[src/hw/rtl/rpm_pkg.sv]
// Shared types and constants for the RMS and peak level meter.
// No dependencies. Used by rpm_ctrl, rpm_datapath and rms_peak_level_meter.
`default_nettype none

package rpm_pkg;

	localparam int SAMPLE_BITS = 16;
	// sample port is 16 bits, wider only when the sample itself is wider
	localparam int IN_BITS     = (SAMPLE_BITS > 16) ? SAMPLE_BITS : 16;
	localparam int COUNT_BITS  = 16;
	localparam int PEAK_BITS   = SAMPLE_BITS - 1;
	localparam int SQUARE_BITS = 2 * SAMPLE_BITS;
	// worst case: (2^(SAMPLE_BITS-1))^2 * 65535 stays below 2^(2*SAMPLE_BITS+14)
	localparam int SUM_BITS    = 2 * SAMPLE_BITS + 14;
	localparam int ROOT_BITS   = SUM_BITS / 2;
	localparam int DREM_BITS   = COUNT_BITS + 1;
	localparam int SREM_BITS   = ROOT_BITS + 2;
	localparam int STEP_BITS   = $clog2(SUM_BITS);

	localparam int SHL = (SAMPLE_BITS < 16) ? 16 - SAMPLE_BITS : 0;
	localparam int SHR = (SAMPLE_BITS > 16) ? SAMPLE_BITS - 16 : 0;
	localparam int RMS_SCALE_BITS  = ROOT_BITS + 16;
	localparam int PEAK_SCALE_BITS = PEAK_BITS + 16;

	localparam int RMS_BITS     = 16;
	localparam int PEAK_OUT_BITS = 15;
	localparam int RMS_MAX      = 32768;
	localparam int PEAK_MAX     = 32767;

	localparam int ADDR_BITS = 2;
	localparam int DATA_BITS = 32;
	localparam logic [ADDR_BITS-1:0] ADDR_WINDOW = 2'd0;
	localparam logic [COUNT_BITS-1:0] WINDOW_RESET = 16'd4410;

	typedef enum logic [1:0] {
		ST_IDLE,
		ST_DIVIDE,
		ST_ROOT,
		ST_DELIVER
	} state_t;

	typedef struct packed {
		logic take;      // sample transfer this cycle
		logic div_en;    // one restoring-divide step
		logic root_en;   // one square-root step
		logic publish;   // load the result register
	} cmd_t;

	typedef struct packed {
		logic close;     // the offered sample closes its window
		logic div_last;
		logic root_last;
		logic out_free;  // result register empty or draining this cycle
	} stat_t;

	function automatic logic [RMS_BITS-1:0] rms_scale(input logic [ROOT_BITS-1:0] r);
		logic [RMS_SCALE_BITS-1:0] w;
		w = RMS_SCALE_BITS'(r);
		w = (w << SHL) >> SHR;
		if (w > RMS_SCALE_BITS'(RMS_MAX))
			return RMS_BITS'(RMS_MAX);
		return w[RMS_BITS-1:0];
	endfunction

	function automatic logic [PEAK_OUT_BITS-1:0] peak_scale(input logic [PEAK_BITS-1:0] p);
		logic [PEAK_SCALE_BITS-1:0] w;
		w = PEAK_SCALE_BITS'(p);
		w = (w << SHL) >> SHR;
		if (w > PEAK_SCALE_BITS'(PEAK_MAX))
			return PEAK_OUT_BITS'(PEAK_MAX);
		return w[PEAK_OUT_BITS-1:0];
	endfunction

endpackage

`default_nettype wire

[src/hw/rtl/rpm_ctrl.sv]
// Sequencer for the level meter: accumulate, divide, root, deliver.
// Depends on rpm_pkg; drives the command struct of rpm_datapath.
`default_nettype none

module rpm_ctrl (
	input  wire logic          clk,
	input  wire logic          arst_n,
	input  wire logic          in_valid,
	output logic               in_stall,
	input  rpm_pkg::stat_t     stat,
	output rpm_pkg::cmd_t      cmd
);

	rpm_pkg::state_t state_q, state_d;

	always_ff @(posedge clk or negedge arst_n) begin
		if (!arst_n)
			state_q <= rpm_pkg::ST_IDLE;
		else
			state_q <= state_d;
	end

	always_comb begin
		state_d     = state_q;
		cmd         = '0;
		in_stall    = 1'b1;
		unique case (state_q)
			rpm_pkg::ST_IDLE: begin
				in_stall = 1'b0;
				if (in_valid) begin
					cmd.take = 1'b1;
					if (stat.close)
						state_d = rpm_pkg::ST_DIVIDE;
				end
			end
			rpm_pkg::ST_DIVIDE: begin
				cmd.div_en = 1'b1;
				if (stat.div_last)
					state_d = rpm_pkg::ST_ROOT;
			end
			rpm_pkg::ST_ROOT: begin
				cmd.root_en = 1'b1;
				if (stat.root_last)
					state_d = rpm_pkg::ST_DELIVER;
			end
			rpm_pkg::ST_DELIVER: begin
				if (stat.out_free) begin
					cmd.publish = 1'b1;
					state_d     = rpm_pkg::ST_IDLE;
				end
			end
			default: state_d = rpm_pkg::ST_IDLE;
		endcase
	end

endmodule

`default_nettype wire

[src/hw/rtl/rpm_datapath.sv]
// Datapath: square-sum accumulator, running peak, restoring divider,
// digit-by-digit square root and result register. Depends on rpm_pkg.
`default_nettype none

module rpm_datapath (
	input  wire logic                              clk,
	input  wire logic                              arst_n,
	input  rpm_pkg::cmd_t                          cmd,
	output rpm_pkg::stat_t                         stat,
	input  wire logic [rpm_pkg::IN_BITS-1:0]       sample,
	input  wire logic [rpm_pkg::COUNT_BITS-1:0]    window,
	output logic                                   out_valid,
	input  wire logic                              out_stall,
	output logic [rpm_pkg::RMS_BITS-1:0]           rms_level,
	output logic [rpm_pkg::PEAK_OUT_BITS-1:0]      peak_level,
	output logic [rpm_pkg::COUNT_BITS-1:0]         sample_count
);

	localparam int SB = rpm_pkg::SAMPLE_BITS;

	logic [rpm_pkg::SUM_BITS-1:0]    sum_q;
	logic [rpm_pkg::PEAK_BITS-1:0]   peak_q;
	logic [rpm_pkg::COUNT_BITS-1:0]  seen_q;

	logic [rpm_pkg::SUM_BITS-1:0]    quo_q;   // dividend, then quotient, then root source
	logic [rpm_pkg::COUNT_BITS-1:0]  divisor_q;
	logic [rpm_pkg::DREM_BITS-1:0]   drem_q;
	logic [rpm_pkg::ROOT_BITS-1:0]   root_q;
	logic [rpm_pkg::SREM_BITS-1:0]   srem_q;
	logic [rpm_pkg::STEP_BITS-1:0]   step_q;
	logic [rpm_pkg::PEAK_BITS-1:0]   peak_hold_q;
	logic [rpm_pkg::COUNT_BITS-1:0]  count_hold_q;

	logic                            valid_q;
	logic [rpm_pkg::RMS_BITS-1:0]    rms_q;
	logic [rpm_pkg::PEAK_OUT_BITS-1:0] peak_out_q;
	logic [rpm_pkg::COUNT_BITS-1:0]  count_out_q;

	logic [SB-1:0]                   raw;
	logic                            neg;
	logic [SB-1:0]                   mag;
	logic [rpm_pkg::SQUARE_BITS-1:0] square;
	logic [rpm_pkg::SUM_BITS-1:0]    sum_next;
	logic [rpm_pkg::PEAK_BITS-1:0]   peak_next;
	logic [rpm_pkg::COUNT_BITS-1:0]  seen_next;
	logic [rpm_pkg::COUNT_BITS-1:0]  win_eff;

	logic [rpm_pkg::DREM_BITS-1:0]   dshift;
	logic                            dfit;
	logic [rpm_pkg::SREM_BITS-1:0]   sshift;
	logic [rpm_pkg::SREM_BITS-1:0]   trial;
	logic                            sfit;

	// ---- per-sample accumulate ----
	always_comb begin
		raw       = sample[SB-1:0];
		neg       = raw[SB-1];
		// two's complement negate; the most negative code comes out as full scale
		mag       = neg ? (~raw + SB'(1)) : raw;
		square    = rpm_pkg::SQUARE_BITS'(mag) * rpm_pkg::SQUARE_BITS'(mag);
		sum_next  = sum_q + rpm_pkg::SUM_BITS'(square);
		peak_next = (!neg && (raw[SB-2:0] > peak_q)) ? raw[SB-2:0] : peak_q;
		seen_next = seen_q + rpm_pkg::COUNT_BITS'(1);
		win_eff   = (window == '0) ? rpm_pkg::COUNT_BITS'(1) : window;
	end

	always_comb begin
		dshift = {drem_q[rpm_pkg::DREM_BITS-2:0], quo_q[rpm_pkg::SUM_BITS-1]};
		dfit   = dshift >= rpm_pkg::DREM_BITS'(divisor_q);
		sshift = {srem_q[rpm_pkg::SREM_BITS-3:0], quo_q[rpm_pkg::SUM_BITS-1 -: 2]};
		trial  = {root_q, 2'b01};
		sfit   = sshift >= trial;
	end

	always_comb begin
		stat.close     = (seen_next >= win_eff) && (seen_next != '0);
		stat.div_last  = step_q == rpm_pkg::STEP_BITS'(rpm_pkg::SUM_BITS - 1);
		stat.root_last = step_q == rpm_pkg::STEP_BITS'(rpm_pkg::ROOT_BITS - 1);
		stat.out_free  = !valid_q || !out_stall;
	end

	always_ff @(posedge clk or negedge arst_n) begin
		if (!arst_n) begin
			sum_q  <= '0;
			peak_q <= '0;
			seen_q <= '0;
		end else if (cmd.take) begin
			if (stat.close) begin
				sum_q  <= '0;
				peak_q <= '0;
				seen_q <= '0;
			end else begin
				sum_q  <= sum_next;
				peak_q <= peak_next;
				seen_q <= seen_next;
			end
		end
	end

	// ---- divide by count, then root of the quotient ----
	always_ff @(posedge clk or negedge arst_n) begin
		if (!arst_n)
			step_q <= '0;
		else if (cmd.take)
			step_q <= '0;
		else if (cmd.div_en)
			step_q <= stat.div_last ? '0 : step_q + rpm_pkg::STEP_BITS'(1);
		else if (cmd.root_en)
			step_q <= stat.root_last ? '0 : step_q + rpm_pkg::STEP_BITS'(1);
	end

	always_ff @(posedge clk) begin
		if (cmd.take && stat.close) begin
			quo_q        <= sum_next;
			divisor_q    <= seen_next;
			drem_q       <= '0;
			root_q       <= '0;
			srem_q       <= '0;
			peak_hold_q  <= peak_next;
			count_hold_q <= seen_next;
		end else if (cmd.div_en) begin
			drem_q <= dfit ? dshift - rpm_pkg::DREM_BITS'(divisor_q) : dshift;
			quo_q  <= {quo_q[rpm_pkg::SUM_BITS-2:0], dfit};
		end else if (cmd.root_en) begin
			srem_q <= sfit ? sshift - trial : sshift;
			root_q <= {root_q[rpm_pkg::ROOT_BITS-2:0], sfit};
			quo_q  <= {quo_q[rpm_pkg::SUM_BITS-3:0], 2'b00};
		end
	end

	// ---- result register ----
	always_ff @(posedge clk or negedge arst_n) begin
		if (!arst_n)
			valid_q <= 1'b0;
		else if (cmd.publish)
			valid_q <= 1'b1;
		else if (!out_stall)
			valid_q <= 1'b0;
	end

	always_ff @(posedge clk) begin
		if (cmd.publish) begin
			rms_q       <= rpm_pkg::rms_scale(root_q);
			peak_out_q  <= rpm_pkg::peak_scale(peak_hold_q);
			count_out_q <= count_hold_q;
		end
	end

	assign out_valid    = valid_q;
	assign rms_level    = rms_q;
	assign peak_level   = peak_out_q;
	assign sample_count = count_out_q;

endmodule

`default_nettype wire

[src/hw/rtl/rms_peak_level_meter.sv]
// Top level of the RMS and peak level meter: config register and APB port,
// controller and datapath. Depends on rpm_pkg, rpm_ctrl, rpm_datapath.
//
//   channel   direction  handshake              payload
//   input     in         in_valid / in_stall    sample
//   result    out        out_valid / out_stall  rms_level, peak_level, sample_count
//   config    APB        psel/penable/pready    paddr, pwdata, prdata (window_samples)
//
// A sample that does not close its window leaves the input open, so the next one
// can be taken in the following cycle.
// A closing sample starts a 46-step restoring divide and a 23-step root in one
// shared step counter, then the load of the result register, with in_stall high
// throughout. A stalled result holds the block only at that load.
// Reset clears the sums, counters and result valid; window_samples resets to 4410.
`default_nettype none

module rms_peak_level_meter (
	input  wire logic                             clk,
	input  wire logic                             arst_n,
	input  wire logic                             in_valid,
	output logic                                  in_stall,
	input  wire logic [rpm_pkg::IN_BITS-1:0]      sample,
	output logic                                  out_valid,
	input  wire logic                             out_stall,
	output logic [rpm_pkg::RMS_BITS-1:0]          rms_level,
	output logic [rpm_pkg::PEAK_OUT_BITS-1:0]     peak_level,
	output logic [rpm_pkg::COUNT_BITS-1:0]        sample_count,
	input  wire logic                             psel,
	input  wire logic                             penable,
	input  wire logic                             pwrite,
	input  wire logic [rpm_pkg::ADDR_BITS-1:0]    paddr,
	input  wire logic [rpm_pkg::DATA_BITS-1:0]    pwdata,
	output logic [rpm_pkg::DATA_BITS-1:0]         prdata,
	output logic                                  pready
);

	logic [rpm_pkg::COUNT_BITS-1:0] window_q;
	rpm_pkg::cmd_t                  cmd;
	rpm_pkg::stat_t                 stat;

	assign pready = 1'b1;

	always_ff @(posedge clk or negedge arst_n) begin
		if (!arst_n)
			window_q <= rpm_pkg::WINDOW_RESET;
		else if (psel && penable && pwrite && (paddr == rpm_pkg::ADDR_WINDOW))
			window_q <= pwdata[rpm_pkg::COUNT_BITS-1:0];
	end

	always_comb begin
		prdata = '0;
		if (paddr == rpm_pkg::ADDR_WINDOW)
			prdata = rpm_pkg::DATA_BITS'(window_q);
	end

	rpm_ctrl u_ctrl (
		.clk      (clk),
		.arst_n   (arst_n),
		.in_valid (in_valid),
		.in_stall (in_stall),
		.stat     (stat),
		.cmd      (cmd)
	);

	rpm_datapath u_datapath (
		.clk          (clk),
		.arst_n       (arst_n),
		.cmd          (cmd),
		.stat         (stat),
		.sample       (sample),
		.window       (window_q),
		.out_valid    (out_valid),
		.out_stall    (out_stall),
		.rms_level    (rms_level),
		.peak_level   (peak_level),
		.sample_count (sample_count)
	);

endmodule

`default_nettype wire
[config.mk]
export PLATFORM = sky130hd
export DESIGN_NAME = rms_peak_level_meter
export DESIGN_NICKNAME = d
export VERILOG_FILES = /design/src/hw/rtl/rpm_pkg.sv /design/src/hw/rtl/rpm_ctrl.sv /design/src/hw/rtl/rpm_datapath.sv /design/src/hw/rtl/rms_peak_level_meter.sv
export SDC_FILE = /design/constraint.sdc
export NUM_CORES = 1
export LEC_CHECK = 0
export BUFFER_PORTS_ARGS = -buffer_cell sky130_fd_sc_hd__buf_2
export CAP_MARGIN = 20
export CORE_UTILIZATION = 40
export CTS_BUF_LIST = sky130_fd_sc_hd__clkbuf_16
export DETAILED_ROUTE_END_ITERATION = 8
export PLACE_DENSITY = 0.65
export SETUP_SLACK_MARGIN = 0.1
export SLEW_MARGIN = 0
export SYNTH_ARGS = -nofsm -noshare
export SYNTH_HDL_FRONTEND = slang
export SYNTH_SLANG_ARGS = --single-unit
[constraint.sdc]
create_clock -name clk -period 4.7 [get_ports clk]
set_input_delay 0 -clock clk [delete_from_list [all_inputs] [get_ports clk]]
set_output_delay 0 -clock clk [all_outputs]
set_load 0.01 [all_outputs]
**After elaboration in Yosys (flattened, before gate mapping)**

Cells that the tools add are included.
W data, S select, Z words.

- Output and inout bits: 82
- Register bits after elaboration: 288
- Input bits: 57
- Word-level logic and storage cells: 100

- Equal/unequal tests: 11
- Magnitude comparators: 6
- Multiplexer cells: 40
- Add/subtract/negate cells: 6
- Bitwise logic cells: 2
- $mul: 1
- Reductions and logical operators: 18

Operators by type and width:

| cell | number |
|---|---|
| $mux W46 | 4 |
| $mux W16 | 7 |
| $mux W15 | 4 |
| $add A46 B32 Y46 | 1 |
| $add A16 B1 Y16 const B | 2 |
| $mul A16 B16 Y32 | 1 |
| $mux W6 | 5 |
| $ge A25 B25 Y1 | 1 |
| $gt A23 B16 Y1 const B | 1 |
| $mux W23 | 1 |
| $sub A23 B23 Y23 | 1 |
| $ge A17 B16 Y1 | 1 |
| $ge A16 B16 Y1 | 1 |
| $logic_not A16 Y1 | 1 |
| $not A16 Y16 | 1 |
| $reduce_bool A16 Y1 | 1 |
| $sub A16 B16 Y16 | 1 |
| $gt A15 B15 Y1 | 1 |
| $gt A15 B15 Y1 const B | 1 |
| $mux W1 | 13 |
| $mux W2 | 5 |
| $ne A2 B1 Y1 const B | 4 |
| $pmux W2 S4 | 1 |
| $add A6 B1 Y6 const B | 1 |
| 13 further kinds | 24 |

**Logic depth before layout (Yosys ltp)**

- Depth after elaboration: 7
- Depth in mapped cells: 33
- Gate-level depth less buffers: 30

**Cells and area by module**

From an unflattened synthesis, not the netlist that was laid out.

- Cells, all modules: 2,577
- Area total of the unflattened synthesis: 24,008.0 um2

Modules (own cells, without submodules):

| module | instances | cells an instance | sequential area each (um2) | area an instance (um2) |
|---|---|---|---|---|
| rpm_datapath | 1 | 2,485 | 7,066.8 | 22,856.9 |
| rms_peak_level_meter | 1 | 72 | 407.9 | 918.4 |
| rpm_ctrl | 1 | 20 | 50.0 | 232.7 |

**Worst setup path before layout**

Ideal clock, no wire load.

- Path type: input port to flip-flop
- Start point: input sample[0] (netlist bit)
- End point: register u_datapath.quo_q[45] (netlist bit) (data pin)
- Required time: 4.436 ns
- Stages on the path: 32
- Buffers on the path: 3
- Setup time: 0.264 ns
- Data arrival time: 7.453 ns
- Slack: -3.017 ns
- Cells stage by stage: clkbuf_1 > clkinv_1 > ha_1 > nand2_1 > o31ai_1 > xnor2_1 > inv_2 > nor2_1 > inv_1 > fa_1 > inv_1 > fa_1 > inv_1 > fa_1 > inv_1 > fa_1 > fa_1 > inv_1 > fa_1 > inv_1 > ha_1 > buf_6 > a211oi_2 > nor2_1 > or4_1 > a221oi_2 > nand3b_1 > o211ai_2 > and3_1 > buf_2 > or3_1 > a31oi_1

- Longest elaborated chain between the ends: 6

RTL lines:

| item | line | source |
|---|---|---|
| start, declared | rms_peak_level_meter.sv:22 | `input wire logic [rpm_pkg::IN_BITS-1:0] sample,` |
| $not A16 Y16 | rpm_datapath.sv:59 | `mag = neg ? (~raw + SB'(1)) : raw;` |
| $add A16 B1 Y16 | rpm_datapath.sv:59 |  |
| $mux W16 (*) | rpm_datapath.sv:59 |  |
| $mul A16 B16 Y32 (*) | rpm_datapath.sv:60 | `square = rpm_pkg::SQUARE_BITS'(mag) * rpm_pkg::SQUARE_BITS'(mag);` |
| $add A46 B32 Y46 (*) | rpm_datapath.sv:61 | `sum_next = sum_q + rpm_pkg::SUM_BITS'(square);` |
| $mux W46 (*) | rpm_datapath.sv:113 | `if (cmd.take && stat.close) begin` |
| end signal, assigned | rpm_datapath.sv:114 | `quo_q <= sum_next;` |
| end signal, assigned | rpm_datapath.sv:123 | `quo_q <= {quo_q[rpm_pkg::SUM_BITS-2:0], dfit};` |
| end signal, assigned | rpm_datapath.sv:127 | `quo_q <= {quo_q[rpm_pkg::SUM_BITS-3:0], 2'b00};` |
| end, declared | rpm_datapath.sv:25 | `logic [rpm_pkg::SUM_BITS-1:0] quo_q;` |

Every way passes the cells marked *; elsewhere a longest branch is shown, timed or not.
A chain may end at the register's enable or synchronous reset.

**Final worst setup path**

- Start point: input sample[6] (netlist bit)
- End point: register u_datapath.sum_q[45] (netlist bit)

- Longest elaborated chain between the ends: 6

RTL lines:

| item | line | source |
|---|---|---|
| $not A16 Y16 | rpm_datapath.sv:59 |  |
| $add A16 B1 Y16 | rpm_datapath.sv:59 |  |
| $mux W16 (*) | rpm_datapath.sv:59 |  |
| $mul A16 B16 Y32 (*) | rpm_datapath.sv:60 |  |
| $add A46 B32 Y46 (*) | rpm_datapath.sv:61 |  |
| $mux W46 (*) | rpm_datapath.sv:88 | `if (stat.close) begin` |
| end signal, assigned | rpm_datapath.sv:93 | `sum_q <= sum_next;` |
| end, declared | rpm_datapath.sv:21 | `logic [rpm_pkg::SUM_BITS-1:0] sum_q;` |

Marks and branches as above.

==> impl_metrics.ini <==
[sta]
hold_viol = 0
holdWs_ps = 42.6
worst_slack_ps = -2230
setup_viol = 78
final_max_slew_viol_count = 0
finalCritPeriodShare_pct = 147
worst_slew_margin_rel_pct = 38.1
max_freq_mhz = 144
worst_pin_slew_ps = 928
finClkSkew_ps = 34.2
rsz0062_at_grt = yes
min_period_ps = 6930

[floorplan]
core_area_mm2 = 0.0594
die_area_mm2 = 0.0615
die_x_um = 248
fp.dieH_um = 248
start_util_pct = 40.8
ios = 139
fp-row-count = 89

[clock_network]
clockBufferDepth = 3
htreeDepth = 2
cts_tree = done
clk_latency_ps = 580
cts_buffers = 35
path_clk_slew_ps = 60
cts-root-buf = clkbuf_16
clock_sinks = 288

[grt]
grt_max_degree = 91
grt.total_usage_pct = 21.1
grt_pass1_wl_um = 104000
grt_overflow = 0
grt_pass1_vias = 20600
antenna_found_initial = 0

[synth]
async_flop_share_pct = 35.4
yosysWarnings = 0
synth_seq_cells = 288
syn_avg_cell_area_um2 = 9.25
yosys_most_used_dff = edfxtp_1
syn_inst = 2616
seq_area_frac_synth_pct = 31.1
synth_edf_count = 124
syn_area_mm2 = 0.0242
yosysUniqueCellTypes = 84

[place]
place_ws_ps = -3240
portBuffers = 105
gp_congestion = 0.929
hpwl_um = 47000

[routing]
wl_um = 63400
vias_per_cell = 5.16
drc_errors = 1
ant_nets = 0
wl_per_cell_um = 16.7
drtPass1Iterations = 9
drt_iter0_drc = 1021
via_count = 19600

[cells_and_area]
area_delta_synth_final_pct = 27.5
num_antenna_cells = 0
nets = 3446
drive_gt1_share_pct = 24.9
final_cell_mix = inv_1, buf_4, nand2_1
ff_latch_area_mm2 = 0.00752
fillers = 5140
final_common_cell = inv_1
multi_input_area_mm2 = 0.0158

[critical_path]
crit_path_frequent_cell = fa_1
crit_fanout = 5
cp.arrival_ps = 7430
cpMaxStageDelayCell = or4_4
max_stage_delay_ps = 580
endpoint_kind = flop
required_ps = 5200
crit_type = in -> reg
worstSetupStartpointType = input port

[run]
maxCapViolCount = 0

[status]
violations = DRC, setup timing
outcome = finished, violations left

[min_path]
worstHoldPathType = in -> reg
-- Yosys cell counts, types with 20 or more instances --
| master | n | share of area [%] |
|---|---|---|
| inv_1 | 451 | 7.0 |
| nand2_1 | 242 | 3.8 |
| fa_1 | 196 | 16 |
| ha_1 | 188 | 9.7 |
| nor2_1 | 163 | 2.5 |
| a21oi_1 | 154 | 3.2 |
| o21ai_0 | 144 | 3.0 |
| edfxtp_1 | 124 | 15 |
| dfrtp_1 | 96 | 9.9 |
| clkbuf_1 | 84 | 1.3 |
| xnor2_1 | 66 | 2.4 |
| dfxtp_1 | 62 | 5.1 |
| a211oi_1 | 55 | 1.7 |
| mux2i_1 | 55 | 2.3 |
| nor2b_1 | 46 | 1.2 |
| xor2_1 | 40 | 1.4 |
| a21o_1 | 33 | 1.0 |
| nor3_1 | 33 | 0.68 |
| o31ai_1 | 32 | 0.99 |
| nand3_1 | 25 | 0.52 |
| and2_1 | 23 | 0.59 |
| nand4_1 | 22 | 0.57 |
| buf_2 | 20 | 0.41 |
-- cell families after synthesis --
family / share of synthesized area, %
xor+xnor: 3.84
buf+inv: 10.0
flops: 31.1
compound gates: 13.5
other cells: 0.0310
simple gates: 12.4
fa+ha+maj: 25.9
mux: 3.16
-- routing by layer --
layer | track usage, % | up-vias | wire [µm]
met1 | 26.4 | 9699 | 27200
met4 | 6.12 | 0 | 1580
met5 | 0 | - | 0
li1 | - | 9400 | -
met2 | 36.8 | 434 | 31600
met3 | 3.82 | 106 | 3110
-- path summary, 6_finish.rpt --
| check | slack, ps | depth (start not counted) | to | startpoint |
|---|---|---|---|---|
| worst max-delay path | -2230 | 30 | u_datapath.sum_q[45]$_DFFE_PN0P_ | sample[6] |
| worst min-delay path | 40 | 3 | u_datapath.peak_hold_q[12]$_DFFE_PP_ | sample[12] |
| worst max register to register | -450 | 20 | u_datapath.sum_q[45]$_DFFE_PN0P_ | u_datapath.sum_q[13]$_DFFE_PN0P_ |
| worst min register to register | 420 | 0 | u_datapath.peak_level[7]$_SDFFCE_PN1P_ | u_datapath.peak_hold_q[7]$_DFFE_PP_ |
| max in group asynchronous | 3380 | 3 | u_datapath.seen_q[6]$_DFFE_PN0P_ | arst_n |
| min in group asynchronous | 50 | 2 | u_datapath.sum_q[13]$_DFFE_PN0P_ | arst_n |
-- layout make-up --
| cell class | instances | share of cell area, % |
|---|---|---|
| Clock inverter | 26 | 0.795 |
| Inverter | 462 | 5.76 |
| Timing Repair Buffer | 463 | 11.6 |
| Multi-Input combinational cell | 1755 | 51.3 |
| Sequential cell | 288 | 24.4 |
| Tap cell | 773 | 3.14 |
| Clock buffer | 38 | 3.08 |
-- critical path: cells and delay by family --
family                   cells  cell delay (ps)
AO/OA/AOI/OAI                4              740
XOR/XNOR                     1              290
adder cells (fa/ha/maj)      7             3290
buffers and inverters        9             1040
AND/OR/NAND/NOR              9             2050
-- timing repair --
action / 4_1_cts / 5_1_grt
gates resized for setup: 211 / 87
hold buffers: 31 / 0
pin swaps: 100 / 37
buffers inserted: 38 / 9
hold endpoints to repair: 87 / 0
gates cloned: 1 / 0
setup endpoints to repair: 80 / 101
-- sequential cells by signal, summed over array words and instances, names as in the netlist, 23 cells and up --
| name | cells |
|---|---|
| u_datapath.sum_q | 46 |
| u_datapath.quo_q | 46 |
| u_datapath.root_q | 23 |
| u_datapath.srem_q | 23 |
-- stage by stage --
stage / util, % / setup TNS, ps / area [µm²] / std cells
after global placement: 46.3 / -200770 / 27500 / 3659
after detailed placement: 46.3 / -208890 / 27500 / 3659
after global routing: 52.0 / -151360 / 30800 / 3805
after floorplan: - / -147320 / 24600 / 2642
final: 52.0 / -132960 / 30800 / 3805
after CTS: 51.1 / -126160 / 30300 / 3793
Power is left out: the tool's default activity adds up to more than one toggle a clock period on the data nets, which glitch-free logic cannot reach.
